[src/rtl/mlpsig_pkg.sv]
// ----------------------------------------------------------------------------
// mlpsig_pkg
// Shared sizes, address map, control struct and sigmoid table of the
// two-layer perceptron inference core.
// ----------------------------------------------------------------------------
package mlpsig_pkg;

  localparam int MAX_INPUTS  = 16;
  localparam int MAX_HIDDEN  = 32;
  localparam int SIG_DEPTH   = 256;
  localparam int FEAT_AW     = $clog2(MAX_INPUTS);
  localparam int CELL_AW     = $clog2(MAX_HIDDEN);
  localparam int SIG_AW      = $clog2(SIG_DEPTH);
  localparam int CNT_W       = CELL_AW + 1;

  localparam int W1_DEPTH    = MAX_HIDDEN * MAX_INPUTS;
  localparam int B1_BASE     = W1_DEPTH;
  localparam int W2_BASE     = B1_BASE + MAX_HIDDEN;
  localparam int B2_ADDR     = W2_BASE + MAX_HIDDEN;

  localparam int HACC_W      = 40;
  localparam int PROD_W      = 33;
  localparam int OACC_W      = 40;

  localparam logic [1:0] REG_INPUT_COUNT  = 2'd0;
  localparam logic [1:0] REG_HIDDEN_COUNT = 2'd1;

  typedef enum logic [2:0] {
    ST_IDLE,
    ST_HID,
    ST_ACT,
    ST_OUT,
    ST_FIN
  } state_e;

  // Broadcast from the sequencer to every hidden cell.
  typedef struct packed {
    logic               wr_w1;
    logic               wr_b1;
    logic               wr_w2;
    logic [FEAT_AW-1:0] w_addr;
    logic signed [15:0] w_data;
    logic               load;
    logic               mac;
    logic signed [15:0] x;
    logic               act;
    logic               shift;
  } cell_ctrl_t;

  typedef logic [15:0] sig_table_t [SIG_DEPTH];

  // Unsigned quotient by restoring long division; used only while the
  // sigmoid table is built at elaboration.
  function automatic longint unsigned udiv64(input longint unsigned num,
                                             input longint unsigned den);
    longint unsigned rem;
    longint unsigned quo;
    rem = '0;
    quo = '0;
    for (int b = 63; b >= 0; b--) begin
      rem = {rem[62:0], num[b]};
      quo = quo << 1;
      if (rem >= den) begin
        rem = rem - den;
        quo = quo | 64'd1;
      end
    end
    return quo;
  endfunction

  // e^-a, a in Q.30 between 0 and 8; result in Q.30.
  function automatic longint unsigned exp_neg_q30(input longint unsigned a);
    longint unsigned one_q30;
    longint unsigned u;
    longint unsigned u2;
    longint unsigned u3;
    longint unsigned u4;
    longint unsigned e;
    one_q30 = 64'd1 << 30;
    u  = a >> 8;
    u2 = (u * u) >> 30;
    u3 = (u2 * u) >> 30;
    u4 = (u3 * u) >> 30;
    e  = one_q30 - u + (u2 >> 1) - udiv64(u3, 64'd6) + udiv64(u4, 64'd24);
    for (int k = 0; k < 8; k++) begin
      e = (e * e) >> 30;
    end
    return e;
  endfunction

  // Sigmoid sampled at the middle of each bin over [-8, 8), Q0.16.
  function automatic sig_table_t build_table();
    sig_table_t      t;
    longint unsigned off;
    longint unsigned eight;
    longint unsigned a;
    longint unsigned e;
    longint unsigned den;
    longint unsigned s;
    logic            neg;
    eight = 64'd8 << 30;
    for (int k = 0; k < SIG_DEPTH; k++) begin
      off = ((64'(2 * k + 1)) << 33) >> SIG_AW;
      neg = off < eight;
      a   = neg ? eight - off : off - eight;
      e   = exp_neg_q30(a);
      den = (64'd1 << 30) + e;
      if (neg) begin
        s = udiv64((e << 16) + (den >> 1), den);
      end else begin
        s = udiv64((64'd1 << 46) + (den >> 1), den);
      end
      if (s > 64'd65535) begin
        s = 64'd65535;
      end
      t[k] = s[15:0];
    end
    return t;
  endfunction

  localparam sig_table_t SIG_TABLE = build_table();

endpackage

[src/rtl/mlpsig_cell.sv]
// ----------------------------------------------------------------------------
// mlpsig_cell
// One hidden neuron: its weight row, bias and output weight, a MAC over the
// features, the sigmoid, and a product register that shifts toward cell zero.
// ----------------------------------------------------------------------------
module mlpsig_cell (
  input  logic                         clk_i,
  input  logic                         rst_ni,
  input  mlpsig_pkg::cell_ctrl_t       ctrl_i,
  input  logic                         sel_i,
  input  logic signed [mlpsig_pkg::PROD_W-1:0] prod_i,
  output logic signed [mlpsig_pkg::PROD_W-1:0] prod_o
);
  import mlpsig_pkg::*;

  logic signed [15:0]       w1_q [MAX_INPUTS];
  logic signed [15:0]       b1_q;
  logic signed [15:0]       w2_q;
  logic signed [HACC_W-1:0] acc_q, acc_d;
  logic signed [PROD_W-1:0] prod_q, prod_d;
  logic signed [31:0]       mac_prod;
  logic [SIG_AW-1:0]        sig_idx;
  logic [15:0]              sig_val;

  localparam logic signed [HACC_W-1:0] HLO = -(HACC_W'(8) <<< 20);
  localparam logic signed [HACC_W-1:0] HHI = (HACC_W'(8) <<< 20) - HACC_W'(1);

  assign mac_prod = w1_q[ctrl_i.w_addr] * ctrl_i.x;

  always_comb begin
    if (acc_q < HLO) begin
      sig_idx = '0;
    end else if (acc_q > HHI) begin
      sig_idx = '1;
    end else begin
      sig_idx = {~acc_q[23], acc_q[22:16]};
    end
    sig_val = SIG_TABLE[sig_idx];
  end

  always_comb begin
    acc_d  = acc_q;
    prod_d = prod_q;
    if (ctrl_i.load) begin
      acc_d = HACC_W'({{(HACC_W-24){b1_q[15]}}, b1_q, 8'd0});
    end else if (ctrl_i.mac) begin
      acc_d = acc_q + HACC_W'(mac_prod);
    end
    if (ctrl_i.act) begin
      prod_d = w2_q * $signed({1'b0, sig_val});
    end else if (ctrl_i.shift) begin
      prod_d = prod_i;
    end
  end

  always_ff @(posedge clk_i or negedge rst_ni) begin
    if (!rst_ni) begin
      acc_q  <= '0;
      prod_q <= '0;
    end else begin
      acc_q  <= acc_d;
      prod_q <= prod_d;
    end
  end

  always_ff @(posedge clk_i) begin
    if (sel_i && ctrl_i.wr_w1) begin
      w1_q[ctrl_i.w_addr] <= ctrl_i.w_data;
    end
    if (sel_i && ctrl_i.wr_b1) begin
      b1_q <= ctrl_i.w_data;
    end
    if (sel_i && ctrl_i.wr_w2) begin
      w2_q <= ctrl_i.w_data;
    end
  end

  assign prod_o = prod_q;

endmodule

[config.mk]
export PLATFORM = sky130hd
export DESIGN_NAME = mlpsig_cell
export DESIGN_NICKNAME = d
export VERILOG_FILES = /design/src/rtl/mlpsig_pkg.sv /design/src/rtl/mlpsig_cell.sv
export SDC_FILE = /design/constraint.sdc
export NUM_CORES = 2
export LEC_CHECK = 0
export CAP_MARGIN = 10
export CELL_PAD_IN_SITES_DETAIL_PLACEMENT = 2
export CELL_PAD_IN_SITES_GLOBAL_PLACEMENT = 2
export CORE_MARGIN = 2
export CORE_UTILIZATION = 48
export CTS_CLUSTER_SIZE = 20
export DETAILED_ROUTE_END_ITERATION = 7
export DONT_BUFFER_PORTS = 1
export GPL_TIMING_DRIVEN = 0
export PLACE_DENSITY = 0.95
export SETUP_SLACK_MARGIN = 0.2
export SKIP_LAST_GASP = 1
export SYNTH_ARGS = -nofsm -noshare
export SYNTH_HDL_FRONTEND = slang
export SYNTH_SLANG_ARGS = --single-unit
[constraint.sdc]
create_clock -name clk_i -period 28.5 [get_ports clk_i]
set_clock_uncertainty 0.15 [all_clocks]
set_input_delay 0 -clock clk_i [delete_from_list [all_inputs] [get_ports clk_i]]
set_output_delay 0 -clock clk_i [all_outputs]
set_load 0.02 [all_outputs]
==> implementation parameters, run 1 <==
Parameter                              Value

Run status
  Outcome    did not finish
  Last stage reached    global routing (5_1_grt)
  First error in the log    [ERROR GRT-0116] Global routing finished with congestion. Check the congestion regions in the DRC Viewer.

Global routing
  Pin count of the biggest net entering global routing    74
  First-pass GRT wire length    508100 um
  Remaining global-route overflow    2402
  GR Util All Layers    0.8658
  Number of global-route vias before repair    53.77k

Yosys
  Number of cells produced by synthesis    3748
  Compound-cell area share of the yosys netlist    0.1145
  Cell variety after synth    97
  Sequential area share after synthesis    0.2676
  Yosys warnings    0
  Prevailing post-synth register cell    sky130_fd_sc_hd__edfxtp_1
  Syn nets    4604
  Post-synthesis cell area    0.03915 sq mm
  Post-synthesis adder-cell area fraction    0.3488
  Largest family of logic cells by synthesized area    adder cells
  Per-instance average area after synthesis    roughly 10 sq um
  Simple-gate portion of the synthesized area    0.1198
  Post-synth EDFFs    288
  Count of state elements after synthesis    361
  Async SR Flop Fraction    0.2022
  Multiplexer area fraction after synthesis    0.05938
  Synth Area in XOR/XNOR    0.01253

Placement
  Last weighted congestion value of the routability-driven placer    1.046
  HPWL after detailed placement    185400 um
  IO Port Bufs    0

Floorplan
  Die X    between 200 and 300 um
  Overall die height    slightly below 300 um
  Number of rows created at floorplan    104
  Starting density of the core    0.4853
  Num ports    112

Clock network
  Clock buffer depth    3
  CTS Buf Count    41
  Root Buffer Master    sky130_fd_sc_hd__clkbuf_16
  Clock Sinks    approximately 360
  CTS H-tree lvls    2
  Post-cts gate resize count    0
-- timing repair --
| action | 4_1_cts |
|---|---|
| setup endpoints to repair | 0 |
| buffers inserted | 0 |
| hold buffers | 72 |
| hold endpoints to repair | 449 |
-- synthesized netlist by cell type, drive strengths merged, types with 35 or more instances --
cell type / count / area [sq um]
a211oi: 49 / 385.4
a21oi: 179 / 910.9
and2: 160 / 1001
buf: 64 / 361.6
clkbuf: 137 / 514.2
dfrtp: 73 / 1827
edfxtp: 288 / 8648
fa: 524 / 10490
ha: 253 / 3166
inv: 570 / 2140
mux2i: 41 / 410.4
mux4: 80 / 1802
nand2: 385 / 1453
nand2b: 35 / 219.0
nand3: 46 / 230.2
nor2: 181 / 711.9
nor3: 63 / 359.1
o21ai: 174 / 893.4
-- cell families after synthesis --
group                      count (synthesis)
DFF                                      361
buffers and inverters                    776
muxes                                    131
adders and majority gates                777
xor gates and xnor gates                  56
AOI/OAI and AO/OA                        674
and+or+nand+nor                          973
-- per-stage QoR --
stage | util | instances | hold WS (ns) | area (sq um) | setup slack [ns]
after CTS | 0.5323 | 4972 | 0.004435 | 42940 | 13.39
after global placement | 0.5017 | 4808 | -0.4435 | 40480 | 15.56
after detailed placement | 0.5056 | 4827 | -0.4438 | 40790 | 14.98
after floorplan | - | 3748 | -0.4456 | 39150 | 19.10
-- per-layer routing --
| layer | GRT usage | overflow |
|---|---|---|
| met1 | 0.8386 | 45 |
| met5 | 0.4869 | 4 |
| met4 | 0.8878 | 692 |
| met2 | 1.031 | 1576 |
| met3 | 0.7285 | 85 |
==> run 2: changes to the inputs <==
==> config.mk (replaced) <==
export PLATFORM = sky130hd
export DESIGN_NAME = mlpsig_cell
export DESIGN_NICKNAME = d
export VERILOG_FILES = /design/src/rtl/mlpsig_pkg.sv /design/src/rtl/mlpsig_cell.sv
export SDC_FILE = /design/constraint.sdc
export NUM_CORES = 2
export LEC_CHECK = 0
export CAP_MARGIN = 10
export CORE_MARGIN = 2
export CORE_UTILIZATION = 40
export DETAILED_ROUTE_END_ITERATION = 7
export DONT_BUFFER_PORTS = 1
export GPL_TIMING_DRIVEN = 0
export PLACE_DENSITY_LB_ADDON = 0.15
export SKIP_LAST_GASP = 1
export SYNTH_ARGS = -nofsm -noshare
export SYNTH_HDL_FRONTEND = slang
export SYNTH_SLANG_ARGS = --single-unit
==> run 2 against run 1 <==
Effect of this change:
- the run now ends clean
- synthesized area unchanged
- synthesized cell count did not move
==> implementation parameters, run 2 <==
Parameter                              Value

Layout
  Register bank with the most flops    w1_q
  Leading cell types in the layout, fill and taps excluded    568 x sky130_fd_sc_hd__inv_1, 524 x sky130_fd_sc_hd__fa_1, 384 x sky130_fd_sc_hd__nand2_1, 288 x sky130_fd_sc_hd__edfxtp_1, 253 x sky130_fd_sc_hd__ha_1
  Synth-to-Final Area Change    11.43%
  Non-filler cells, final    about 5.2k
  Most common cell after layout, fill and taps aside    sky130_fd_sc_hd__inv_1
  Proportion of layout cells with a drive suffix above 1    0.07554
  Fill cell count    9253
  Final Instance Area    0.04363 sq mm
  Number of nets in the final layout    4766
  Flip-flop count of the largest register, all copies and words added    256

Floorplan
  Overall die height    316.9 um (was 289.6 um)
  Num ports    112 (unchanged)
  Die area    0.1004 sq mm
  Starting density of the core    0.4042 (was 0.4853)
  Number of rows created at floorplan    114 (was 104)
  Die X    316.9 um (was 289.6 um)
  Area of the core region    0.09685 sq mm

Route
  Initial DRT Pass Iterations    6
  Wirelength, routed    143100 um
  Vias per inst    5.757
  Mean routed wirelength per cell    approximately 27 um
  Number of DRC markers after the initial detailed-route iteration    around 2.9k
  Antenna violation net count after detailed routing    0
  Routed via count    30.09k
  Post-route DRC violation count    0

Yosys
  Synth top area cells    sky130_fd_sc_hd__fa_1 27%, sky130_fd_sc_hd__edfxtp_1 22%, sky130_fd_sc_hd__ha_1 8.1% (unchanged)
  Yosys warnings    0 (unchanged)
  Sequential area share after synthesis    0.2676 (unchanged)
  Post-synth EDFFs    288 (unchanged)
  Cell variety after synth    97 (unchanged)
  Count of state elements after synthesis    361 (unchanged)
  Number of cells produced by synthesis    3748 (unchanged)
  Most frequent cells after synthesis    568 x sky130_fd_sc_hd__inv_1, 524 x sky130_fd_sc_hd__fa_1, 384 x sky130_fd_sc_hd__nand2_1 (unchanged)
  Leading area contributor after synthesis    sky130_fd_sc_hd__fa_1 (unchanged)
  Syn nets    4604 (unchanged)
  Proportion of netlist area held by the largest area contributor    0.2679 (unchanged)
  Async SR Flop Fraction    0.2022 (unchanged)
  Post-synthesis cell area    0.03915 sq mm (unchanged)
  Per-instance average area after synthesis    10.45 sq um (unchanged)
  Prevailing post-synth register cell    sky130_fd_sc_hd__edfxtp_1 (unchanged)
  Most used standard cell by instance count after synthesis    sky130_fd_sc_hd__inv_1 (unchanged)

Setup path
  Arrival time of data at the critical path endpoint    around 14 ns
  Startpoint class of the critical path    flip-flop
  Worst path top cell family by delay    compound AO/OA/AOI/OAI gates
  Crit path max fanout    10
  Worst reg2reg setup slack    15.16 ns
  RR Startpoint    acc_q[26]
  Crit-path most repeated cell    sky130_fd_sc_hd__fa_1
  Data required, critical path    approximately 29 ns
  Worst-path cell with the longest stage delay    sky130_fd_sc_hd__a21oi_1
  Buffers and inverters on the worst path    12
  Highest cell delay on the worst timing path    0.93 ns
  Register-to-Register Path Depth    37
  Endpoint of the most critical register-to-register path    prod_o[24]
  Type of element capturing the critical path    flip-flop
  Classification of the worst setup path    flip-flop to flip-flop

Run status
  Outcome    complete, no violations (was did not finish)

STA
  Slew headroom    0.06252
  TNS Setup    0 ns
  Unrepaired setup endpoints after global routing    no
  Min Tclk post-route    13.34 ns
  Actual transition at the worst max-transition pin    1.403 ns
  Maximum clock rate    0.07498 GHz
  Slew Limit Fails    0
  Hold Vio Cnt, Final    0
  Final setup violation count    0
  Final period utilization    0.4680

Placement
  IO Port Bufs    0 (unchanged)
  HPWL after detailed placement    111200 um (was 185400 um)
  Post-Place Cell Area    0.04109 sq mm (was 0.04079 sq mm)
  Placed cell count    5043 (was 4827)
  Last weighted congestion value of the routability-driven placer    1.035 (was 1.046)

Hold path
  Min-Delay Path Depth    3
  Path category of the worst min-delay check    input port to flip-flop
  Sink of the worst hold path    prod_o[13]
  Hold_sp    ctrl_i[1]

Clock network
  CTS Buf Count    43 (was 41)
  Clock tree from TritonCTS    done
  Clock input transition at the sequential cells of the worst setup and hold paths    0.06 ns
  Root Buffer Master    sky130_fd_sc_hd__clkbuf_16 (unchanged)
  Clock buffer depth    3 (unchanged)
  CTS H-tree lvls    2 (unchanged)
  Clock Sinks    361 (unchanged)
  Clock Latency Late Sink    0.60 ns
  Post-cts gate resize count    0 (unchanged)

Global routing
  Initial antenna violation count    10
  GR Util All Layers    0.2915
  Pin count of the biggest net entering global routing    74
  First-pass GRT wire length    roughly 210000 um
  Remaining global-route overflow    0
  Number of global-route vias before repair    about 32k

Flow run
  Max-cap viol count    0
## run 2: cell counts after synthesis
Identical to the previous run, type by type.
## run 2: tightest hold or removal path, delay by kind of cell
kind	cells	cell delay, ns
buf+inv	2	0.50
compound gates	1	0.17
## run 2: metrics by stage
step / utilization / hold WS, ns / setup slack [ns]
after detailed placement: 0.4242 / -0.4373 / 15.94
after global placement: 0.4207 / -0.4372 / 15.78
final: 0.4505 / 0.006844 / 15.16
after global routing: 0.4504 / 0.02479 / 14.85
after CTS: 0.4502 / 0.0003629 / 15.30
after floorplan: - / -0.4456 / 19.10
## run 2: worst max-delay path by stage
| stage | slack [ns] | start | cells past startpoint | to |
|---|---|---|---|---|
| after floorplan | 19.10 | acc_q[26] | 39 | prod_o[24] |
| after global placement | 15.78 | acc_q[26] | 36 | prod_o[24] |
| after detailed placement | 15.94 | acc_q[26] | 36 | prod_o[24] |
| after CTS | 15.30 | acc_q[26] | 37 | prod_o[24] |
| after global routing | 14.85 | acc_q[26] | 39 | prod_o[24] |
| final | 15.16 | acc_q[26] | 37 | prod_o[24] |
## run 2: final cells by class
type,instances,area (sq um),area share
diodes,5,12.51,0.0002868
plain buffers,201,875.8,0.02008
clock buffers,49,1109,0.02541
clock inverters,31,404.1,0.009263
inverters,575,2158,0.04947
multi-input cells,2611,25690,0.5889
flip-flops and latches,361,10480,0.2401
well taps,1276,1597,0.03659
repair buffers,117,1305,0.02991
## run 2: kinds of logic after synthesis
| logic type | share of synthesized area |
|---|---|
| xor gates and xnor gates | 0.01253 |
| buffers and inverters | 0.07750 |
| adders and majority gates | 0.3488 |
| AOI/OAI and AO/OA | 0.1145 |
| muxes | 0.05938 |
| and+or+nand+nor | 0.1198 |
| DFF | 0.2676 |
## run 2: metal layers
metal | wire length, um | GRT usage
met3 | 10650 | 0.05432
met1 | 61000 | 0.3961
met4 | 6467 | 0.1105
met2 | 64910 | 0.4643
met5 | 34 | 0
## run 2: what timing repair did
item	4_1_cts	5_1_grt
setup buffers	0	0
endpoints found under the setup margin	0	0
hold endpoints to repair	601	0
hold buffers	97	0
Power of run 2 is not shown: default switching activity piles up to over one toggle a cycle in this logic, so the estimate is an artifact.
